==> src/rtl/vru_pkg.sv <==
// package with parse phases, record kinds and error codes of the subevent unpacker
`default_nettype none
package vru_pkg;
	localparam int TdcChannels      = 32;
	localparam int MaxHits          = 10;
	localparam int FirstHitChannels = 16;

	localparam logic [31:0] BarrierWord = 32'hbabababa;
	localparam logic [9:0]  TsLimit     = 10'd15;
	localparam logic [9:0]  PosMax      = 10'd1023;

	typedef enum logic [3:0] {
		PH_IDLE, PH_S_HDR, PH_S_DATA, PH_Q_HDR, PH_Q_DATA, PH_Q_EOB, PH_TS, PH_BAR1,
		PH_TDC_GLB, PH_TDC_BODY, PH_TDC_AFTER, PH_BAR3, PH_M_HDR, PH_M_DATA
	} phase_t;

	typedef enum logic [3:0] {
		RK_C30_SCALER = 4'd0, RK_C30_QDC = 4'd1, RK_TIMESTAMP = 4'd2, RK_MAIN_SCALER = 4'd3,
		RK_TDC_LEAD = 4'd4, RK_TDC_TRAIL = 4'd5, RK_MAIN_QDC = 4'd6, RK_C20_QDC = 4'd7,
		RK_C25_QDC = 4'd8, RK_FH_ADC = 4'd9, RK_FH_TDC = 4'd10, RK_ERROR = 4'd11
	} kind_t;

	typedef enum logic [2:0] {
		ER_NONE = 3'd0, ER_BARRIER = 3'd1, ER_SCALER_TYPE = 3'd2, ER_TDC_WORD = 3'd3,
		ER_TDC_SLOT = 3'd4
	} err_t;

	localparam logic [5:0] Crate10 = 6'd10;
	localparam logic [5:0] Crate20 = 6'd20;
	localparam logic [5:0] Crate25 = 6'd25;
	localparam logic [5:0] Crate30 = 6'd30;
	localparam logic [5:0] Crate40 = 6'd40;

	typedef struct packed {
		logic [3:0]  kind;
		logic [4:0]  slot;
		logic [4:0]  chan;
		logic [5:0]  idx;
		logic [31:0] val;
		logic [2:0]  err;
	} rec_t;
endpackage
`default_nettype wire

==> src/rtl/vru_ram.sv <==
// generic single-port-write, one-read ram with registered read data
`default_nettype none
module vru_ram #(
	parameter int Width = 4,
	parameter int Depth = 64
) (
	input  wire                     clk,
	input  wire                     we,
	input  wire [$clog2(Depth)-1:0] waddr,
	input  wire [Width-1:0]         wdata,
	input  wire [$clog2(Depth)-1:0] raddr,
	output logic [Width-1:0]        rdata
);
	logic [Width-1:0] mem [Depth];

	always_ff @(posedge clk) begin
		if (we) begin
			mem[waddr] <= wdata;
		end
		rdata <= mem[raddr];
	end
endmodule
`default_nettype wire

==> src/rtl/vme_readout_subevent_unpacker_top.sv <==
// top level of the vme readout subevent unpacker
// path: an accepted word is registered in stage 1, its record in the output register
// throughput: one word per cycle unless m_axis stalls; hit counts sit in a ram read
// one word ahead with forwarding from the write stage, first-hit flags in flip-flops
// a valid bit per hit-count entry, cleared at each new event, masks stale ram data
// reset: asynchronous, all control state cleared, usable right after release
`default_nettype none
module vme_readout_subevent_unpacker_top #(
	parameter int TdcChannels      = vru_pkg::TdcChannels,
	parameter int MaxHits          = vru_pkg::MaxHits,
	parameter int FirstHitChannels = vru_pkg::FirstHitChannels
) (
	input  wire         clk,
	input  wire         arst_n,
	input  wire         s_axis_tvalid,
	output logic        s_axis_tready,
	// data_word[31:0], crate_id[37:32], subevent_words[47:38]
	input  wire  [47:0] s_axis_tdata,
	// first_word[0], new_event[1], timestamp_kind[2]
	input  wire  [2:0]  s_axis_tuser,
	output logic        m_axis_tvalid,
	input  wire         m_axis_tready,
	// module_slot[4:0], channel[9:5], entry_index[15:10], value[47:16], error_code[50:48]
	output logic [55:0] m_axis_tdata,
	// record_kind[3:0]
	output logic [3:0]  m_axis_tuser
);
	// stage 1: registered input word, hit-count ram read in flight
	logic        v_s1;
	logic [31:0] w_s1;
	logic        first_s1, newev_s1, tsk_s1;
	logic [5:0]  crate_s1;
	logic [9:0]  len_s1;

	// pipeline advance: stage-1 word processed when the output slot is free or being read
	logic out_full_q;
	logic adv;
	assign adv = !out_full_q || m_axis_tready;
	assign s_axis_tready = adv;
	wire acc = s_axis_tvalid && s_axis_tready;

	// ram read address from the incoming word
	wire [31:0] w_in = s_axis_tdata[31:0];
	wire [5:0]  k_in = {w_in[25:21], w_in[26]};

	logic [3:0] rdata;
	logic       ram_we;
	logic [5:0] ram_wa;
	logic [3:0] ram_wd;

	vru_ram #(.Width(4), .Depth(64)) u_hits (
		.clk(clk), .we(ram_we), .waddr(ram_wa), .wdata(ram_wd),
		.raddr(k_in), .rdata(rdata)
	);

	// entries not written since the last new event read as zero
	logic [63:0] hv_q, hv_d;
	// forwarding of the write made by the previous stage-1 word
	logic       fwd_v_q;
	logic [5:0] fwd_a_q;
	logic [3:0] fwd_d_q;

	vru_pkg::phase_t ph_q, ph_d;
	logic [9:0] left_q, left_d;
	logic [5:0] bidx_q, bidx_d;
	logic [4:0] tslot_q, tslot_d;
	logic [5:0] crate_q, crate_d;
	logic [9:0] pos_q, pos_d;
	logic [31:0] fh_q, fh_d;

	vru_pkg::rec_t rec;
	logic rec_v;

	always_ff @(posedge clk or negedge arst_n) begin
		if (!arst_n) begin
			v_s1 <= 1'b0;
		end else if (adv) begin
			v_s1 <= acc;
		end
	end

	always_ff @(posedge clk) begin
		if (adv) begin
			w_s1     <= w_in;
			crate_s1 <= s_axis_tdata[37:32];
			len_s1   <= s_axis_tdata[47:38];
			first_s1 <= s_axis_tuser[0];
			newev_s1 <= s_axis_tuser[1];
			tsk_s1   <= s_axis_tuser[2];
		end
	end

	// the ram read is issued every cycle; hold the read data while stalled
	logic [3:0] rd_hold_q;
	logic       stall_q;
	logic [3:0] rd_eff;
	always_ff @(posedge clk or negedge arst_n) begin
		if (!arst_n) begin
			stall_q <= 1'b0;
		end else begin
			stall_q <= !adv;
		end
	end
	always_ff @(posedge clk) begin
		rd_hold_q <= rd_eff;
	end

	wire [5:0] k_s1 = {w_s1[25:21], w_s1[26]};
	always_comb begin
		rd_eff = stall_q ? rd_hold_q : rdata;
		if (fwd_v_q && fwd_a_q == k_s1) begin
			rd_eff = fwd_d_q;
		end
	end

	always_comb begin
		logic       in_len;
		logic [3:0] hits;
		logic [4:0] chn;
		logic [5:0] fch;
		logic [4:0] fidx;
		logic [4:0] flag;
		logic       do_tdc;
		logic       bar2;
		ph_d    = ph_q;
		left_d  = left_q;
		bidx_d  = bidx_q;
		tslot_d = tslot_q;
		crate_d = crate_q;
		pos_d   = pos_q;
		fh_d    = fh_q;
		hv_d    = hv_q;
		rec     = '0;
		rec_v   = 1'b0;
		ram_we  = 1'b0;
		ram_wa  = k_s1;
		ram_wd  = '0;
		in_len  = pos_q < len_s1;
		hits    = hv_q[k_s1] ? rd_eff : 4'd0;
		chn     = w_s1[25:21];
		fch     = w_s1[21:16];
		fidx    = '0;
		flag    = '0;
		do_tdc  = 1'b0;
		bar2    = 1'b0;
		if (first_s1) begin
			if (newev_s1) begin
				fh_d = '0;
				hv_d = '0;
			end
			crate_d = crate_s1;
			pos_d   = 10'd1;
			bidx_d  = '0;
			left_d  = '0;
			case (crate_s1)
				vru_pkg::Crate30: ph_d = vru_pkg::PH_S_HDR;
				vru_pkg::Crate10: ph_d = (tsk_s1 && len_s1 < vru_pkg::TsLimit) ?
					vru_pkg::PH_TS : vru_pkg::PH_BAR1;
				vru_pkg::Crate20, vru_pkg::Crate25: ph_d = vru_pkg::PH_Q_HDR;
				vru_pkg::Crate40: ph_d = vru_pkg::PH_M_HDR;
				default: ph_d = vru_pkg::PH_IDLE;
			endcase
		end else begin
			unique case (ph_q)
				vru_pkg::PH_TS: begin
					if (!in_len) ph_d = vru_pkg::PH_IDLE;
					else begin
						rec_v = 1'b1;
						rec.kind = vru_pkg::RK_TIMESTAMP;
						rec.idx = 6'(pos_q - 10'd1);
						rec.val = w_s1;
					end
				end
				vru_pkg::PH_S_HDR: begin
					left_d = {4'd0, w_s1[23:18]};
					bidx_d = '0;
					ph_d = (w_s1[23:18] != 6'd0) ? vru_pkg::PH_S_DATA : vru_pkg::PH_Q_HDR;
					if (w_s1[26:24] != 3'd4) begin
						rec_v = 1'b1;
						rec.kind = vru_pkg::RK_ERROR;
						rec.slot = w_s1[31:27];
						rec.val = w_s1;
						rec.err = vru_pkg::ER_SCALER_TYPE;
					end
				end
				vru_pkg::PH_S_DATA: begin
					rec_v = 1'b1;
					rec.kind = (crate_q == vru_pkg::Crate10) ? vru_pkg::RK_MAIN_SCALER :
						vru_pkg::RK_C30_SCALER;
					rec.idx = bidx_q;
					rec.val = w_s1;
					bidx_d = bidx_q + 6'd1;
					if (left_q != 10'd0) left_d = left_q - 10'd1;
					if (left_d == 10'd0) ph_d = vru_pkg::PH_Q_HDR;
				end
				vru_pkg::PH_Q_HDR: begin
					if (!in_len) ph_d = vru_pkg::PH_IDLE;
					else if (w_s1[26:24] == 3'd2 && w_s1[13:8] != 6'd0) begin
						left_d = {4'd0, w_s1[13:8]};
						ph_d = vru_pkg::PH_Q_DATA;
					end else if (crate_q != vru_pkg::Crate10) begin
						ph_d = vru_pkg::PH_Q_EOB;
					end
				end
				vru_pkg::PH_Q_DATA: begin
					rec_v = 1'b1;
					case (crate_q)
						vru_pkg::Crate10: rec.kind = vru_pkg::RK_MAIN_QDC;
						vru_pkg::Crate20: rec.kind = vru_pkg::RK_C20_QDC;
						vru_pkg::Crate25: rec.kind = vru_pkg::RK_C25_QDC;
						default: rec.kind = vru_pkg::RK_C30_QDC;
					endcase
					rec.slot = w_s1[31:27];
					rec.chan = w_s1[20:16];
					rec.val = {16'd0, w_s1[15:0]};
					if (left_q != 10'd0) left_d = left_q - 10'd1;
					if (left_d == 10'd0) ph_d = vru_pkg::PH_Q_EOB;
				end
				vru_pkg::PH_Q_EOB: ph_d = vru_pkg::PH_Q_HDR;
				vru_pkg::PH_BAR1: begin
					ph_d = vru_pkg::PH_TDC_GLB;
					if (w_s1 != vru_pkg::BarrierWord) begin
						rec_v = 1'b1;
						rec.kind = vru_pkg::RK_ERROR;
						rec.val = w_s1;
						rec.err = vru_pkg::ER_BARRIER;
					end
				end
				vru_pkg::PH_TDC_GLB: begin
					if (!in_len) bar2 = 1'b1;
					else begin
						tslot_d = w_s1[4:0];
						ph_d = (w_s1[31:27] == 5'd8) ? vru_pkg::PH_TDC_BODY : vru_pkg::PH_BAR3;
					end
				end
				vru_pkg::PH_TDC_BODY: begin
					if (!in_len) bar2 = 1'b1;
					else if (w_s1[31:27] == 5'd1) ph_d = vru_pkg::PH_TDC_AFTER;
					else do_tdc = 1'b1;
				end
				vru_pkg::PH_TDC_AFTER: begin
					ph_d = vru_pkg::PH_TDC_BODY;
					do_tdc = 1'b1;
				end
				vru_pkg::PH_BAR3: bar2 = 1'b1;
				vru_pkg::PH_M_HDR: begin
					left_d = w_s1[9:0];
					ph_d = (w_s1[9:0] != 10'd0) ? vru_pkg::PH_M_DATA : vru_pkg::PH_IDLE;
				end
				vru_pkg::PH_M_DATA: begin
					if (w_s1[31:28] == 4'd1 && fch < 6'd32) begin
						fidx = fch[3:0] + 5'd0;
						flag = fch[4:0];
						if (fidx < 5'(FirstHitChannels) && !fh_q[flag]) begin
							fh_d[flag] = (w_s1[15:0] != 16'd0);
							rec_v = 1'b1;
							rec.kind = fch[4] ? vru_pkg::RK_FH_TDC : vru_pkg::RK_FH_ADC;
							rec.chan = fidx;
							rec.val = {16'd0, w_s1[15:0]};
						end
					end
					if (left_q != 10'd0) left_d = left_q - 10'd1;
					if (left_d == 10'd0) ph_d = vru_pkg::PH_IDLE;
				end
				default: ph_d = vru_pkg::PH_IDLE;
			endcase
			if (bar2) begin
				ph_d = vru_pkg::PH_S_HDR;
				if (w_s1 != vru_pkg::BarrierWord) begin
					rec_v = 1'b1;
					rec.kind = vru_pkg::RK_ERROR;
					rec.val = w_s1;
					rec.err = vru_pkg::ER_BARRIER;
				end
			end
			if (do_tdc) begin
				if (w_s1[31:27] == 5'd0) begin
					if (6'(chn) < 6'(TdcChannels) && hits < 4'(MaxHits)) begin
						ram_we = 1'b1;
						ram_wd = hits + 4'd1;
						hv_d[k_s1] = 1'b1;
						if (w_s1[20:0] != 21'd0) begin
							rec_v = 1'b1;
							rec.kind = w_s1[26] ? vru_pkg::RK_TDC_TRAIL : vru_pkg::RK_TDC_LEAD;
							rec.slot = tslot_q;
							rec.chan = chn;
							rec.idx = {2'd0, hits};
							rec.val = {11'd0, w_s1[20:0]};
						end
					end
				end else if (w_s1[31:27] == 5'd16) begin
					ph_d = vru_pkg::PH_BAR3;
					if (w_s1[4:0] != tslot_q) begin
						rec_v = 1'b1;
						rec.kind = vru_pkg::RK_ERROR;
						rec.slot = tslot_q;
						rec.val = w_s1;
						rec.err = vru_pkg::ER_TDC_SLOT;
					end
				end else if (w_s1[31:27] != 5'd3) begin
					rec_v = 1'b1;
					rec.kind = vru_pkg::RK_ERROR;
					rec.val = w_s1;
					rec.err = vru_pkg::ER_TDC_WORD;
				end
			end
			if (pos_q < vru_pkg::PosMax) pos_d = pos_q + 10'd1;
		end
		if (!(v_s1 && adv)) ram_we = 1'b0;
	end

	always_ff @(posedge clk or negedge arst_n) begin
		if (!arst_n) begin
			ph_q    <= vru_pkg::PH_IDLE;
			left_q  <= '0;
			bidx_q  <= '0;
			tslot_q <= '0;
			crate_q <= '0;
			pos_q   <= '0;
			fh_q    <= '0;
			hv_q    <= '0;
			fwd_v_q <= 1'b0;
			fwd_a_q <= '0;
			fwd_d_q <= '0;
			out_full_q <= 1'b0;
		end else begin
			if (v_s1 && adv) begin
				ph_q    <= ph_d;
				left_q  <= left_d;
				bidx_q  <= bidx_d;
				tslot_q <= tslot_d;
				crate_q <= crate_d;
				pos_q   <= pos_d;
				fh_q    <= fh_d;
				hv_q    <= hv_d;
			end
			if (adv) begin
				fwd_v_q <= ram_we;
				fwd_a_q <= ram_wa;
				fwd_d_q <= ram_wd;
			end
			if (adv) out_full_q <= v_s1 && rec_v;
		end
	end

	vru_pkg::rec_t out_q;
	always_ff @(posedge clk) begin
		if (adv) out_q <= rec;
	end

	assign m_axis_tvalid = out_full_q;
	assign m_axis_tdata  = {5'd0, out_q.err, out_q.val, out_q.idx, out_q.chan, out_q.slot};
	assign m_axis_tuser  = out_q.kind;
endmodule
`default_nettype wire
==> config.mk <==
export PLATFORM = sky130hd
export DESIGN_NAME = vme_readout_subevent_unpacker_top
export DESIGN_NICKNAME = d
export VERILOG_FILES = /design/src/rtl/vru_pkg.sv /design/src/rtl/vru_ram.sv /design/src/rtl/vme_readout_subevent_unpacker_top.sv
export SDC_FILE = /design/constraint.sdc
export NUM_CORES = 1
export LEC_CHECK = 0
export BUFFER_PORTS_ARGS = -buffer_cell sky130_fd_sc_hd__buf_2
export CAP_MARGIN = 10
export CORE_MARGIN = 2
export CORE_UTILIZATION = 40
export CTS_CLUSTER_SIZE = 8
export DETAILED_ROUTE_END_ITERATION = 16
export HOLD_SLACK_MARGIN = 0.03
export MAX_ROUTING_LAYER = met4
export REMOVE_ABC_BUFFERS = 1
export SYNTH_ARGS = -nofsm -noshare
export SYNTH_HDL_FRONTEND = slang
export SYNTH_SLANG_ARGS = --single-unit
export TNS_END_PERCENT = 30
==> constraint.sdc <==
create_clock -name clk -period 15.05 [get_ports clk]
set_clock_uncertainty 0.15 [all_clocks]
set_input_delay 0 -clock clk [delete_from_list [all_inputs] [get_ports clk]]
set_output_delay 0 -clock clk [all_outputs]
set_load 0.03 [all_outputs]
## Yosys cells after proc, flatten, opt, wreduce, memory -nomap -nowiden

Memories as Yosys holds them, arrays and structs flattened. A register that Yosys moved wholly into a read port is not among the register bits.
Index checks and enable logic that the tools add are counted.

| cells by class | value |
|---|---|
| add/subtract/negate cells | 5 |
| order comparisons | 10 |
| eq/ne operators | 35 |
| mux-type cells | 140 |
| bitwise operators | 2 |
| reductions and logical operators | 43 |

Operators with widths:

| kind | count |
|---|---|
| 35-bit 2-to-1 mux | 11 |
| 64-bit 2-to-1 mux | 5 |
| 32-bit 2-to-1 mux | 6 |
| 32-bit case mux with 6 select lines | 1 |
| 4-bit 2-to-1 mux | 32 |
| 10-bit 2-to-1 mux | 12 |
| 38-bit 2-to-1 mux | 3 |
| 52-bit 2-to-1 mux | 2 |
| 64-bit bitwise OR | 1 |
| 10-bit case mux with 6 select lines | 1 |
| 55-bit 2-to-1 mux | 1 |
| 4-bit case mux with 13 select lines | 1 |
| 9-bit 2-to-1 mux | 5 |
| 1-bit 2-to-1 mux | 34 |
| 32-bit bitwise mux | 1 |
| 16-bit 2-to-1 mux | 2 |
| 32-bit inequality test, second input constant | 1 |
| 6-bit by 5-bit == test with 1-bit output, second input constant | 5 |
| 10-bit logical NOT | 3 |
| 4-bit == test, second input constant | 6 |
| 4-bit case mux with 6 select lines | 1 |
| 6-bit case mux with 2 select lines | 2 |
| 21-bit nonzero test | 1 |
| 5-bit case mux with 2 select lines | 2 |
| other kinds (59) | 96 |

| word-level totals | value |
|---|---|
| register bits | 261 |
| memory bits (writable) | 256 |
| input port bits | 55 |
| output and inout port bits | 62 |
| word-level logic and storage cells | 263 |
| memories kept | 1 |

Memory list:

| name | depth | bits a word | read ports | clocked after memory_dff | write ports | line | source |
|---|---|---|---|---|---|---|---|
| u_hits.mem | 64 | 4 | 1 | 1 | 1 | vru_ram.sv:14 | `logic [Width-1:0] mem [Depth];` |

## Longest topological paths before layout

| depth | value |
|---|---|
| depth in word-level cells | 15 |
| mapped depth | 14 |

## Cells and area by module

From an unflattened synthesis, not the netlist that was laid out.

| second synthesis, totals | value |
|---|---|
| cell total of the unflattened synthesis | 1839 |
| area total of the unflattened synthesis | 23665.2 sq um |

Modules (own cells, without submodules):

| module | times used | cells each | area an instance (sq um) |
|---|---|---|---|
| vme_readout_subevent_unpacker_top | 1 | 1310 | 13309.0 |
| vru_ram | 1 | 529 | 10356.2 |

## Worst setup path after synthesis

OpenSTA, ideal clock, no wires.

| path | value |
|---|---|
| path type | register -> register |
| start | register pos_q[7] |
| end | memory u_hits.mem[0][3] (data pin) |
| library setup time | 729 ps |
| arrival time | 5203 ps |
| path slack | 8969 ps |
| cell stages (with the launch flop) | 11 |
| clock period less this slack | 6081 ps |
| path through | dfrtp_1 > ha_1 > o21ai_0 > a21oi_1 > or4b_2 > a21oi_1 > nor2_1 > buf_2 > or3_1 > clkbuf_1 > a211oi_1 |

| on the way | value |
|---|---|
| longest elaborated chain between the ends | 6 |

Ends and longest elaborated chain:

| element | line | source |
|---|---|---|
| start: declaration | vme_readout_subevent_unpacker_top.sv:68 | `logic [9:0] pos_q, pos_d;` |
| start signal: assignment | vme_readout_subevent_unpacker_top.sv:333 | `pos_q <= pos_d;` |
| 10-bit less-than comparator | vme_readout_subevent_unpacker_top.sv:138 | `in_len = pos_q < len_s1;` |
| 1-bit 2-to-1 mux | vme_readout_subevent_unpacker_top.sv:237 | `if (!in_len) bar2 = 1'b1;` |
| 1-bit case mux with 2 select lines | vme_readout_subevent_unpacker_top.sv:164 | `unique case (ph_q)` |
| 1-bit 2-to-1 mux | vme_readout_subevent_unpacker_top.sv:146 | `if (first_s1) begin` |
| 4-bit 2-to-1 mux | vme_readout_subevent_unpacker_top.sv:276 | `if (do_tdc) begin` |
| 4-bit 2-to-1 mux | vme_readout_subevent_unpacker_top.sv:146 |  |
| named net ram_wd[3] | vme_readout_subevent_unpacker_top.sv:49 | `logic [3:0] ram_wd;` |
| end: declaration | vru_ram.sv:14 |  |

The timed path passes the listed nets, and every way through them passes these cells. The select of a mux whose other input is x is not followed.

## Worst setup path after layout

| path | value |
|---|---|
| start | register w_s1[22] |
| end | memory u_hits.mem[1][1] (enable) |

| on the way | value |
|---|---|
| longest elaborated chain between the ends | 12 |
| elaborated cells on any way between the ends | 14 |
| classes of those cells | order compare (1); eq/ne (1); mux (11); reduce/logical (1) |

Ends and longest elaborated chain:

| element | line | source |
|---|---|---|
| start: declaration | vme_readout_subevent_unpacker_top.sv:30 | `logic [31:0] w_s1;` |
| start signal: assignment | vme_readout_subevent_unpacker_top.sv:84 | `w_s1 <= w_in;` |
| parallel branches: the longest is 12 deep, another holds 4-bit less-than comparator | n/a |  |

Several ways; the timed one is not identified. The select of a mux whose other input is x is not followed.

==> summary.md <==
| Metric | Value |
|---|---|
| Clock Tree Root | clkbuf_16 |
| # H-tree levels | 3 |
| Synth Area in Compound Gates | 9.194% |
| Clk Latency, worst-skew pair | 0.61 ns |
| Nets | 1930 |
| Top layer in use | met4 |
| Routed len/inst | 24.44 um |
| Drt drc | 0 |
| Largest net degree at the start of global routing | 97 |
| Startpoint types | register |
| LEAKAGE | 10.94 nW |
| Initial antenna violation count | 1 |
| CP arrival | 5.08 ns |
| Clock sink count | 521 |
| Io pins | 117 |
| Core area | 57590 um2 |
| Global Route Usage Sum | 22.78% |
| RSZ-0062 raised after global routing | no |
| Reg clk slew, reported paths | 0.05 ns |
| Wl on met1 | 28880 um |
| Drt via density | 5.705 |
| Register area share after synthesis | 63.57% |
| Post-route ant nets | 0 |
| Grt ovf | 0 |
| Synth Area in XOR/XNOR | 0.8647% |
| # rows | 88 |
| Max-Cap Viols | 0 |
| Critical-path cell list | buf_4 -> mux2i_1 -> o2bb2ai_1 -> a2111o_1 -> a211oi_2 -> a31oi_1 -> or4_4 -> nor3_1 |
| Synth Flop Type | edfxtp_1 |
| Area share of fa/ha/maj cells after synthesis | 0.7519% |
| Vias in the first global route | 15598 |
| Final setup fails | 0 |
| DP Wirelength | 42050 um |
| WL final | 65560 um |
| Routability cong. | 0.9347 |
| Starting Density | 40.46% |
| Slowest Stage Delay on Critical Path | 1.01 ns |
| Post-route cell area | 27790 um2 |
| Worst hold margin | 0.1051 ns |
| Antenna diodes | 0 |
| Main combinational cell family by area after synthesis | simple AND/OR/NAND/NOR gates |
| Min-delay src | s_axis_tdata[21] |
| Final worst path period share | 33.19% |
| Post-Syn Instances | 1651 |
| VDD IR-drop max | 112.9 uV |
| Slew Viols, Final | 0 |
| Worst slew pin tran | 1.273 ns |
| Synth cell types | 82 |
| Ys async rst share | 28.98% |
| First-pass GRT wire length | 99790 um |
| Longest Clk Path Bufs | 3 |
| DRT iter0 DRCs | 1478 |
| Synthesized cell area | 23300 um2 |
| Setup_tns | 0 ns |
| CTS buffer count | 75 |
| Met2 wire length | 30970 um |
| Syn Area/Cell | 14.11 um2 |
| Layout cell share with drive strength beyond 1 | 21.13% |
| Status | completed |
| Die area | 60190 um2 |
| Setup crit start | w_s1[22] |
| Yosys warnings | 0 |
| CTS tree | built |
| DR WL met3 | 4369 um |
| Final Hold Viols | 0 |
| I/O Buffers | 111 |
| Worst min path class | in2reg |
| Critical Path End Type | register |
| Drt first pass iters | 5 |
| Multiplexer area fraction after synthesis | 11.45% |
| WS Path Type | reg2reg |
| DIE HEIGHT | 245.3 um |
| Count of flip-flops with a built-in enable after synthesis | 362 |
| Syn-to-layout area delta | 19.27% |
| Max Clk Rate | 0.2002 GHz |
| CP max stage cell | or4_4 |
| Worst Path Required | 15.13 ns |
| Crit path max fanout | 65 |
| R2R Path Start | w_s1[22] |
| Max-Slew Margin vs Limit | 15.11% |
| Placed inst area | 24550 um2 |
| Synthesized flop and latch total | 521 |
| Fin crit period | 4.995 ns |
| Vias | 15301 |
| Synth Area in Simple Gates | 11.58% |
| Power per cell area | 154.8 nW/um2 |
| Chip width | 245.3 um |
-- power breakdown --
group,switching (W),total (W),leakage (nW),internal (W)
sequential,0.000138,0.00182,6.29,0.00168
clock,0.000616,0.00158,1.05,0.000967
combinational,0.000612,0.000895,3.59,0.000283
total,0.00137,0.00430,10.9,0.00293
-- Yosys cell counts, types with 5 or more instances --
cell,count,area [um2]
nor3_1,46,230.2
dfrtp_1,151,3779
nor2b_1,10,62.56
o31ai_1,15,112.6
nand2b_1,12,75.07
nor4_1,6,37.54
o21ai_1,5,25.02
xnor2_1,9,78.83
o22ai_1,6,37.54
or3_1,11,68.82
o21ai_0,93,465.5
buf_6,7,78.83
nand2_1,122,457.9
xor2_1,14,122.6
a31oi_1,6,37.54
o211ai_1,7,52.55
nor2_1,88,330.3
clkbuf_1,61,229.0
and3b_1,10,87.58
and2_1,23,143.9
buf_1,14,52.55
nor3b_1,7,52.55
a22oi_1,16,120.1
nand3_1,39,195.2
mux2i_1,28,280.3
mux4_2,92,2072
buf_2,12,60.06
edfxtp_1,362,10870
ha_1,14,175.2
a21oi_1,47,235.2
dfxtp_1,8,160.2
buf_4,7,52.55
a21o_1,7,52.55
o21a_1,72,540.5
a211oi_1,8,60.06
and3_1,12,75.07
nand3b_1,7,52.55
nand4_1,11,68.82
nor3_2,49,490.5
inv_1,31,116.4
mux2_2,27,304.0
or4_1,6,45.04
-- through the flow --
stage	utilization [%]	cells	power [W]	setup WS (ns)
3_3_place_gp	42.63	2449	0.002707	10.31
5_1_grt	48.25	2682	0.004476	9.864
4_1_cts	48.21	2681	0.004321	10.13
2_1_floorplan	-	1554	0.002383	7.720
6_report	48.25	2682	0.004301	10.05
3_5_place_dp	42.63	2449	0.002711	10.11
-- routing by layer --
metal | vias up | global-route usage (%)
li1 | 6807 | -
met1 | 7809 | 31.62
met2 | 588 | 34.83
met3 | 97 | 3.394
met4 | 0 | 7.023
met5 | - | -
-- path summary, 6_finish.rpt --
check | endpoint | slack (ns) | cells past startpoint
max in group asynchronous | hv_q[47] | 12.91 | 5
max reg2reg | u_hits.mem[1][1] | 10.05 | 8
min | w_s1[21] | 0.11 | 2
max | u_hits.mem[1][1] | 10.05 | 8
min reg2reg | fh_q[31] | 0.33 | 2
min in group asynchronous | fh_q[29] | 0.34 | 4
-- state kept, by name (all words and copies together), names as in the netlist, 5 cells and up --
signal / cells
pos_q: 10
fwd_a_q: 6
tslot_q: 5
m_axis_tdata: 51
fh_q: 32
crate_q: 6
hv_q: 64
len_s1: 10
left_q: 10
bidx_q: 6
crate_s1: 6
w_s1: 32
u_hits.mem: 256
-- cell usage in the layout, fill, tap and decap left out, types with 72 or more instances in the layout --
master / count
o21ai_0: 93
edfxtp_1: 362
clkbuf_16: 77
mux4_2: 92
nand2_1: 121
nor2_1: 86
buf_2: 109
dfrtp_1: 151
o21a_1: 72
dlygate4sd3_1: 98
-- critical path, delay by kind of cell, from the launching register on --
| kind | cells | cell delay [ns] |
|---|---|---|
| flip-flops | 1 | 0.86 |
| buffers and inverters | 1 | 0.38 |
| AO/OA/AOI/OAI | 4 | 1.08 |
| multiplexers | 1 | 0.22 |
| AND/OR/NAND/NOR | 2 | 1.80 |
-- cell families after synthesis --
| kind of cell | count (synthesis) |
|---|---|
| flops | 521 |
| other cells | 1 |
| mux | 148 |
| compound gates | 326 |
| xor+xnor | 23 |
| simple gates | 483 |
| fa+ha+maj | 14 |
| buf+inv | 135 |
-- layout make-up --
class,count,area [um2]
Fill cell,4939,29800
Sequential cell,521,14810
Multi-Input combinational cell,999,7950
Clock buffer,126,2111
Timing Repair Buffer,230,1743
Tap cell,765,957.2
Inverter,34,127.6
Clock inverter,7,88.84
-- what timing repair did --
item	4_1_cts	5_1_grt
gates resized for setup	0	0
setup endpoints to repair	0	0
buffers inserted	0	0
hold endpoints to repair	172	0
hold buffers	99	0
No activity file was read; power rests on OpenSTA's default activity.
